[src/rtl/core/nfc_pkg.sv]
package nfc_pkg;

    localparam int unsigned NIB_W     = 4;
    localparam int unsigned NIB_COUNT = 16;
    localparam int unsigned CW_W      = 8;
    localparam int unsigned DIST_W    = 4;
    localparam int unsigned RATE_W    = 3;
    localparam int unsigned GRP_COUNT = NIB_COUNT / 4;

    localparam logic [NIB_W-1:0] NIB_MASK = 4'hf;

    // command codes
    localparam logic CMD_ENCODE = 1'b0;
    localparam logic CMD_DECODE = 1'b1;

    // code rates
    localparam logic [RATE_W-1:0] RATE_NONE = 3'd0;
    localparam logic [RATE_W-1:0] RATE_4_5  = 3'd1;
    localparam logic [RATE_W-1:0] RATE_4_6  = 3'd2;
    localparam logic [RATE_W-1:0] RATE_4_7  = 3'd3;
    localparam logic [RATE_W-1:0] RATE_4_8  = 3'd4;

    // one decode candidate: hamming distance and nibble
    typedef struct packed {
        logic [DIST_W-1:0] hd;
        logic [NIB_W-1:0]  idx;
    } nfc_cand_t;

    // out-of-range rates fall back to no parity
    function automatic logic [RATE_W-1:0] eff_rate(input logic [RATE_W-1:0] rate);
        logic [RATE_W-1:0] r;
        r = (rate <= RATE_4_8) ? rate : RATE_NONE;
        return r;
    endfunction

    // codeword bits that take part in decode
    function automatic logic [CW_W-1:0] rate_mask(input logic [RATE_W-1:0] rate);
        logic [CW_W-1:0] m;
        unique case (rate)
            RATE_4_5: m = 8'h1f;
            RATE_4_6: m = 8'h3f;
            RATE_4_7: m = 8'h7f;
            RATE_4_8: m = 8'hff;
            default:  m = 8'h0f;
        endcase
        return m;
    endfunction

    // nibble plus parity bits for the given rate
    function automatic logic [CW_W-1:0] fec_encode(input logic [NIB_W-1:0] nib,
                                                   input logic [RATE_W-1:0] rate);
        logic [CW_W-1:0] cw;
        logic            p0;
        logic            p1;
        logic            p2;
        logic            p3;
        p0 = nib[0] ^ nib[1] ^ nib[2];
        p1 = nib[1] ^ nib[2] ^ nib[3];
        p2 = nib[0] ^ nib[1] ^ nib[3];
        p3 = nib[0] ^ nib[2] ^ nib[3];
        cw = {4'b0000, nib};
        unique case (rate)
            RATE_4_5: cw[4]   = ^nib;
            RATE_4_6: cw[5:4] = {p1, p0};
            RATE_4_7: cw[6:4] = {p2, p1, p0};
            RATE_4_8: cw[7:4] = {p3, p2, p1, p0};
            default:  cw      = {4'b0000, nib};
        endcase
        return cw;
    endfunction

    // number of set bits in a codeword
    function automatic logic [DIST_W-1:0] popcount8(input logic [CW_W-1:0] v);
        logic [DIST_W-1:0] c;
        c = '0;
        for (int i = 0; i < CW_W; i++) begin
            c = c + DIST_W'(v[i]);
        end
        return c;
    endfunction

    // lower-index candidate wins a tie
    function automatic nfc_cand_t pick(input nfc_cand_t lo, input nfc_cand_t hi);
        nfc_cand_t w;
        w = (hi.hd < lo.hd) ? hi : lo;
        return w;
    endfunction

endpackage

[src/rtl/core/nfc_min4.sv]
// picks the closest of four candidates, lowest index on a tie
module nfc_min4 (
    input  nfc_pkg::nfc_cand_t [3:0] cands,
    output nfc_pkg::nfc_cand_t       best
);

    nfc_pkg::nfc_cand_t lo_win;
    nfc_pkg::nfc_cand_t hi_win;

    // two-level compare tree
    always_comb begin
        lo_win = nfc_pkg::pick(cands[0], cands[1]);
        hi_win = nfc_pkg::pick(cands[2], cands[3]);
        best   = nfc_pkg::pick(lo_win, hi_win);
    end

endmodule

[src/rtl/core/nibble_fec_codec.sv]
// Nibble FEC codec: encodes a 4-bit nibble with 0 to 4 parity bits (none, 4/5,
// 4/6, Hamming 7/4, Hamming 8/4) or decodes a received codeword by a
// nearest-codeword search over all 16 nibbles, lowest nibble winning ties.
// Rates 5 to 7 act as rate 0. The block is a four-stage pipeline: input
// register, 16 parallel distance counters, 16-to-4 minimum, 4-to-1 minimum
// into the output register. A request is taken every cycle while the pipeline
// has room; each result passes through these registers in order. Backpressure
// stops only the stages that hold data, so bubbles are filled while a result
// waits at the output.
module nibble_fec_codec (
    input  logic       aclk,
    input  logic       aresetn,
    input  logic       s_tvalid,
    output logic       s_tready,
    input  logic [7:0] s_tdata,   // [7:0] value
    input  logic [3:0] s_tuser,   // [0] command, [3:1] code_rate
    output logic       m_tvalid,
    input  logic       m_tready,
    output logic [7:0] m_tdata    // [7:0] result
);

    localparam int unsigned NIB_W  = nfc_pkg::NIB_W;
    localparam int unsigned CW_W   = nfc_pkg::CW_W;
    localparam int unsigned DIST_W = nfc_pkg::DIST_W;
    localparam int unsigned RATE_W = nfc_pkg::RATE_W;
    localparam int unsigned NCAND  = nfc_pkg::NIB_COUNT;
    localparam int unsigned NGRP   = nfc_pkg::GRP_COUNT;

    // stage valid flags
    logic v1_reg, v2_reg, v3_reg, v4_reg;
    logic rdy1, rdy2, rdy3, rdy4;

    // stage 1: request captured, rate resolved, codeword masked
    logic              s1_cmd_reg;
    logic [RATE_W-1:0] s1_rate_reg;
    logic [CW_W-1:0]   s1_cw_reg;
    logic [CW_W-1:0]   s1_enc_reg;

    // stage 2: candidate distances
    logic [DIST_W-1:0] s2_dist_reg [NCAND];
    logic [DIST_W-1:0] s2_dist_next [NCAND];
    logic              s2_cmd_reg;
    logic [RATE_W-1:0] s2_rate_reg;
    logic [CW_W-1:0]   s2_enc_reg;

    // stage 3: group winners
    nfc_pkg::nfc_cand_t [NGRP-1:0] s3_grp_reg;
    nfc_pkg::nfc_cand_t [NGRP-1:0] s3_grp_next;
    logic              s3_cmd_reg;
    logic [CW_W-1:0]   s3_enc_reg;
    logic [RATE_W-1:0] s3_rate_reg;

    // stage 4: output register
    nfc_pkg::nfc_cand_t best;
    logic [CW_W-1:0]    m_data_reg;
    logic [CW_W-1:0]    m_data_next;

    logic              in_cmd;
    logic [RATE_W-1:0] in_rate;

    // per-stage ready: a stage loads when empty or its content moves on
    assign rdy4     = !v4_reg || m_tready;
    assign rdy3     = !v3_reg || rdy4;
    assign rdy2     = !v2_reg || rdy3;
    assign rdy1     = !v1_reg || rdy2;
    assign s_tready = rdy1;
    assign m_tvalid = v4_reg;
    assign m_tdata  = m_data_reg;

    // valid flags
    always_ff @(posedge aclk) begin
        if (!aresetn) begin
            v1_reg <= 1'b0;
            v2_reg <= 1'b0;
            v3_reg <= 1'b0;
            v4_reg <= 1'b0;
        end else begin
            if (rdy1) v1_reg <= s_tvalid;
            if (rdy2) v2_reg <= v1_reg;
            if (rdy3) v3_reg <= v2_reg;
            if (rdy4) v4_reg <= v3_reg;
        end
    end

    // stage 1 logic
    assign in_cmd  = s_tuser[0];
    assign in_rate = nfc_pkg::eff_rate(s_tuser[3:1]);

    always_ff @(posedge aclk) begin
        if (rdy1 && s_tvalid) begin
            s1_cmd_reg  <= in_cmd;
            s1_rate_reg <= in_rate;
            s1_cw_reg   <= s_tdata & nfc_pkg::rate_mask(in_rate);
            s1_enc_reg  <= nfc_pkg::fec_encode(s_tdata[NIB_W-1:0], in_rate);
        end
    end

    // stage 2: distance of every re-encoded candidate to the codeword
    always_comb begin
        for (int c = 0; c < NCAND; c++) begin
            s2_dist_next[c] = nfc_pkg::popcount8(
                nfc_pkg::fec_encode(NIB_W'(c), s1_rate_reg) ^ s1_cw_reg);
        end
    end

    always_ff @(posedge aclk) begin
        if (rdy2 && v1_reg) begin
            s2_dist_reg <= s2_dist_next;
            s2_cmd_reg  <= s1_cmd_reg;
            s2_rate_reg <= s1_rate_reg;
            s2_enc_reg  <= s1_enc_reg;
        end
    end

    // stage 3: minimum within each group of four
    for (genvar g = 0; g < NGRP; g++) begin : g_grp
        nfc_pkg::nfc_cand_t [3:0] grp_cands;
        for (genvar k = 0; k < 4; k++) begin : g_cand
            assign grp_cands[k].hd  = s2_dist_reg[4*g+k];
            assign grp_cands[k].idx = NIB_W'(4*g+k);
        end
        nfc_min4 u_min (
            .cands (grp_cands),
            .best  (s3_grp_next[g])
        );
    end

    always_ff @(posedge aclk) begin
        if (rdy3 && v2_reg) begin
            s3_grp_reg  <= s3_grp_next;
            s3_cmd_reg  <= s2_cmd_reg;
            s3_enc_reg  <= s2_enc_reg;
            s3_rate_reg <= s2_rate_reg;
        end
    end

    // stage 4: overall winner, result select
    nfc_min4 u_min_final (
        .cands (s3_grp_reg),
        .best  (best)
    );

    always_comb begin
        unique case (s3_cmd_reg)
            nfc_pkg::CMD_DECODE: m_data_next = {{(CW_W-NIB_W){1'b0}}, best.idx};
            default:             m_data_next = s3_enc_reg;
        endcase
    end

    always_ff @(posedge aclk) begin
        if (rdy4 && v3_reg) begin
            m_data_reg <= m_data_next;
        end
    end

    // an accepted request always lands in stage 1
    a_accept_lands: assert property (@(posedge aclk) disable iff (!aresetn)
        (s_tvalid && s_tready) |=> v1_reg)
        else $error("accepted request not captured in stage 1");

    // a result waiting at the output is never dropped
    a_out_held: assert property (@(posedge aclk) disable iff (!aresetn)
        (v4_reg && !m_tready) |=> v4_reg)
        else $error("stalled result lost");

    // the winning distance never exceeds the compared codeword length
    a_dist_bound: assert property (@(posedge aclk) disable iff (!aresetn)
        v3_reg |-> (best.hd <= DIST_W'(NIB_W) + DIST_W'(s3_rate_reg)))
        else $error("decode distance out of range");

    // a lone stage-1 item moves to stage 2 when stage 2 is free
    a_stage_move: assert property (@(posedge aclk) disable iff (!aresetn)
        (v1_reg && rdy2) |=> v2_reg)
        else $error("stage 1 item not advanced");

endmodule

[config.mk]
export PLATFORM = sky130hd
export DESIGN_NAME = nibble_fec_codec
export DESIGN_NICKNAME = d
export VERILOG_FILES = /design/src/rtl/core/nfc_pkg.sv /design/src/rtl/core/nfc_min4.sv /design/src/rtl/core/nibble_fec_codec.sv
export SDC_FILE = /design/constraint.sdc
export NUM_CORES = 1
export LEC_CHECK = 0
export BUFFER_PORTS_ARGS = -buffer_cell sky130_fd_sc_hd__buf_2
export CAP_MARGIN = 20
export CORE_MARGIN = 2
export CORE_UTILIZATION = 52
export DETAILED_ROUTE_END_ITERATION = 8
export GPL_TIMING_DRIVEN = 0
export PLACE_DENSITY = 0.68
export SKIP_LAST_GASP = 1
export SLEW_MARGIN = 40
export SYNTH_ARGS = -nofsm -noshare
export SYNTH_HDL_FRONTEND = slang
export SYNTH_SLANG_ARGS = --single-unit
[constraint.sdc]
create_clock -name aclk -period 13.6 [get_ports aclk]
set_clock_uncertainty 0.15 [all_clocks]
set_input_delay 2.04 -clock aclk [delete_from_list [all_inputs] [get_ports aclk]]
set_output_delay 2.04 -clock aclk [all_outputs]
set_load 0.05 [all_outputs]
==> results <==
- The startpoint class of the critical path is a primary input.
- For the pin with the worst max-slew slack, the measured transition is 0.819 ns.
- The number of input and output port buffers inserted is 25.
- The length of the first detailed-routing pass in iterations is 5.
- The number of gates resized after CTS was 0.
- The worst hold path begins at s2_enc_reg[2].
- The die footprint is 18900 µm².
- The worst hold path passes through 0 cells.
- The number of nets handed over by synthesis was 930.
- Of the cells placed in the final design, the portion with a size suffix greater than 1 is 0.123.
- In the synthesized netlist the async set-or-reset flop fraction comes to 0.
- Total power for the finished layout comes to 2.01 mW.
- Counting flops with a built-in enable in the synthesized netlist gives 130.
- The wire length on met1 is 8030 µm.
- The final critical delay including setup and external delays is 5.43 ns.
- The die is 138 µm wide.
- At the worst endpoint, the required time is 11.41 ns.
- The top cell types in the final layout, fill and taps aside, are 139 x sky130_fd_sc_hd__inv_1, 130 x sky130_fd_sc_hd__edfxtp_1, 112 x sky130_fd_sc_hd__ha_1.
- The routability congestion estimate from global placement is 0.949.
- The wire length of the first global-routing pass is 30000 µm.
- The capture instance of the worst register-to-register path is g_grp[3].grp_cands[22].
- The start point of the critical path is m_tready.
- The number of antenna violations at the first check in global routing is 1.
- In the detailed route, the total length drawn on met3 is 616 µm.
- The count of final max-slew check failures is 0.
- The effective utilization at floorplan is 0.534.
- The maximum fanout along the worst path is 6.
- Setup violations remaining at the end of the flow were counted as 0.
- The number of I/O pins is 26.
- The overall routed net length is 18100 µm.
- The summed negative setup slack over all endpoints is 0 ns.
- The number of distinct standard cells referenced by the synthesized netlist is 53.
- The count of warnings emitted by yosys is 0.
- The sort of element at the end of the critical path is an output port.
- The number of H-tree levels is 4.
- After synthesis, the cell types taking the most area are sky130_fd_sc_hd__edfxtp_1 42%, sky130_fd_sc_hd__ha_1 15%, sky130_fd_sc_hd__fa_1 12%, sky130_fd_sc_hd__inv_1 5.6%, sky130_fd_sc_hd__mux2i_1 3.1%.
- In this run the cell area of the synthesized design comes to 9270 µm².
- The wire length per cell is 17.5 µm.
- The remaining routing DRC violations is 0.
- After detailed routing, no signal wire sits above met4.
- The reg-to-reg startpoint is s1_cw_reg[1].
- The most prevalent standard cell on the critical path is sky130_fd_sc_hd__buf_2.
- Power spread over the standard cell area amounts to 193 nW/µm².
- Once the clock tree was built, the setup fixing pass inserted 0 buffers.
- The share of the Yosys chip area taken by registers is 0.430.
- Traced cell by cell, the critical path runs through buf_2, nor2b_1, and2_0, nand3_1, buf_2.
- The core footprint is 17400 µm².
- The worst hold path belongs to the class reg2reg.
- The filler cells instantiated in the layout total 1332.
- The met2 wire length is 9210 µm.
- The number of hold buffers added after cts is 0.
- The number of buffers on the longest clock path is 2.
- The clock drives 134 sinks.
- The number of buffers inserted during clock tree synthesis is 17.
- The clock latency on the worst-skew pair is 0.42 ns.
- Synthesis produced a netlist whose cell count is 748.
- The run finished with clean final reports.
- The height of the die is 138 µm.
- The data arrival time at the worst-slack endpoint is 3.24 ns.
- Entering global routing, the biggest net connects 25 pins.
- The headroom to the max-slew limit is 0.454.
- The post-synthesis register bit count is 134.
- The number of hold-slack violations in the final timing report came to 0.
- The most instantiated flip-flop cell in the synthesis netlist is sky130_fd_sc_hd__edfxtp_1.
- The number of global-route vias before repair was 6001.
- The net count of the finished layout is 980.
- The highest attainable clock frequency is 184 MHz.
- The TritonCTS clock tree is done.
- The clock tree root driver cell is sky130_fd_sc_hd__clkbuf_16.
- For this run, the total global-route usage over all layers was measured as 0.212.
- The peak ir drop on the vdd network is 0.119 mV.
- The cell type of the slowest stage on the worst timing path is sky130_fd_sc_hd__and2_0.
- The proportion of netlist area held by the largest area contributor is 0.421.
- The fraction of the cycle the final worst path needs is 0.399.
- The library cell used most frequently in the layout, excluding fill and tap cells, is sky130_fd_sc_hd__inv_1.
- The number of routed nets with antenna violations is 0.
- In this run, placement finished with an instance count of 1004.
- On the worst path, the slowest cell contributes a delay of 0.53 ns.
- The violation count after the first detailed-routing iteration is 324.
- The mean cell area of the mapped netlist is 12.4 µm².
- The depth of the most critical reg-to-reg path is 10.
- The setup path with the least slack is of type in2out.
- The count of vias placed by the detailed router is 5639.
- The clock transition at the register clock pins on the worst setup and hold paths after CTS is 0.06 ns.
- The number of flip-flops under the largest register name is 64.
- For hold timing, the worst endpoint is s3_enc_reg[2].
- The leakage power figure is 4.51 nW.
- The total half-perimeter wirelength after legalization and detailed placement is 14400 µm.
- The reg2reg setup slack is 9.30 ns.
- The area growth from synthesis to layout is 12.2%.
- The largest area contributor in the synthesized netlist is sky130_fd_sc_hd__edfxtp_1.
- The vias per cell is 5.44.
- Summed over all layers, the global routing overflow is 0.
- Setup repair after global routing left no endpoint under its margin.
- The initialized floorplan defines 48 standard-cell rows.
- Leaving out filler cells and counting taps, the final layout contains 1036.
- Across the run, the number of max-cap violations was 0.
- The number of inserted diodes is 0.
==> per-layer routing <==
layer,global-route usage,vias to the layer above
met5,0,-
met4,0.0567,0
met3,0.0383,35
met2,0.368,117
met1,0.274,2777
li1,-,2710
==> Yosys cell counts (3+ instances only) <==
cell	n
sky130_fd_sc_hd__nand2_1	17
sky130_fd_sc_hd__nand2b_1	3
sky130_fd_sc_hd__nand3_1	7
sky130_fd_sc_hd__nor2_1	17
sky130_fd_sc_hd__a21oi_1	42
sky130_fd_sc_hd__nor4_1	8
sky130_fd_sc_hd__inv_1	139
sky130_fd_sc_hd__nor3_1	9
sky130_fd_sc_hd__o21ai_0	15
sky130_fd_sc_hd__mux2i_1	29
sky130_fd_sc_hd__o21a_1	11
sky130_fd_sc_hd__xor2_1	11
sky130_fd_sc_hd__o211ai_1	5
sky130_fd_sc_hd__a31oi_1	5
sky130_fd_sc_hd__a21o_1	11
sky130_fd_sc_hd__o32a_1	4
sky130_fd_sc_hd__and3_1	4
sky130_fd_sc_hd__xnor2_1	25
sky130_fd_sc_hd__edfxtp_1	130
sky130_fd_sc_hd__dfxtp_1	4
sky130_fd_sc_hd__nor2b_1	28
sky130_fd_sc_hd__a211oi_1	5
sky130_fd_sc_hd__fa_1	54
sky130_fd_sc_hd__o21ai_1	5
sky130_fd_sc_hd__ha_1	112
sky130_fd_sc_hd__mux2_2	4
sky130_fd_sc_hd__nand2_2	3
sky130_fd_sc_hd__o21ba_2	7
==> through the flow <==
step                       util  instance area (µm²)  hold slack (ns)  worst slack, ns
after floorplan               -                 9270            0.250             5.19
final                     0.600                10400            0.261             8.17
after detailed placement  0.565                 9800            0.255             8.18
after CTS                 0.599                10400            0.263             8.17
after global placement    0.558                 9680            0.254             3.39
after global routing      0.600                10400            0.265             8.12
==> logic make-up (layout without fill, tap and decap cells) <==
group / count (synthesis) / in the layout / share of synthesized area
and+or+nand+nor: 103 / 103 / 0.0586
xor gates and xnor gates: 40 / 40 / 0.0434
adders and majority gates: 166 / 166 / 0.268
muxes: 34 / 34 / 0.0386
DFF: 134 / 134 / 0.430
buffers and inverters: 143 / 206 / 0.0582
AOI/OAI and AO/OA: 128 / 128 / 0.104
==> report_power, final <==
group	total [mW]	switching, mW	internal (mW)
clock	0.455	0.181	0.274
combinational	0.933	0.521	0.412
sequential	0.625	0.0425	0.582
total	2.01	0.745	1.27
==> worst max path at each step <==
stage | slack [ns] | endpoint | depth (start not counted)
6_report | 8.17 | s_tready | 5
4_1_cts | 8.17 | s_tready | 5
3_3_place_gp | 3.39 | g_grp[2].grp_cands[22] | 4
5_1_grt | 8.12 | s_tready | 5
3_5_place_dp | 8.18 | s_tready | 5
2_1_floorplan | 5.19 | g_grp[0].grp_cands[12] | 3
==> final cells by class <==
| cell class | instances | area [µm²] | area share |
|---|---|---|---|
| Clock buffer | 17 | 425 | 0.0409 |
| Sequential cell | 134 | 3980 | 0.383 |
| Buffer | 1 | 3.75 | 0.000361 |
| Clock inverter | 15 | 168 | 0.0161 |
| Tap cell | 225 | 282 | 0.0270 |
| Timing Repair Buffer | 31 | 211 | 0.0203 |
| Multi-Input combinational cell | 471 | 4800 | 0.461 |
| Inverter | 142 | 536 | 0.0515 |
==> worst max-delay path: cells and delay by family <==
kind	cells	cell delay, ns
AND/OR/NAND/NOR	3	0.87
buffers and inverters	2	0.34
(Power assumes the default switching activity.)
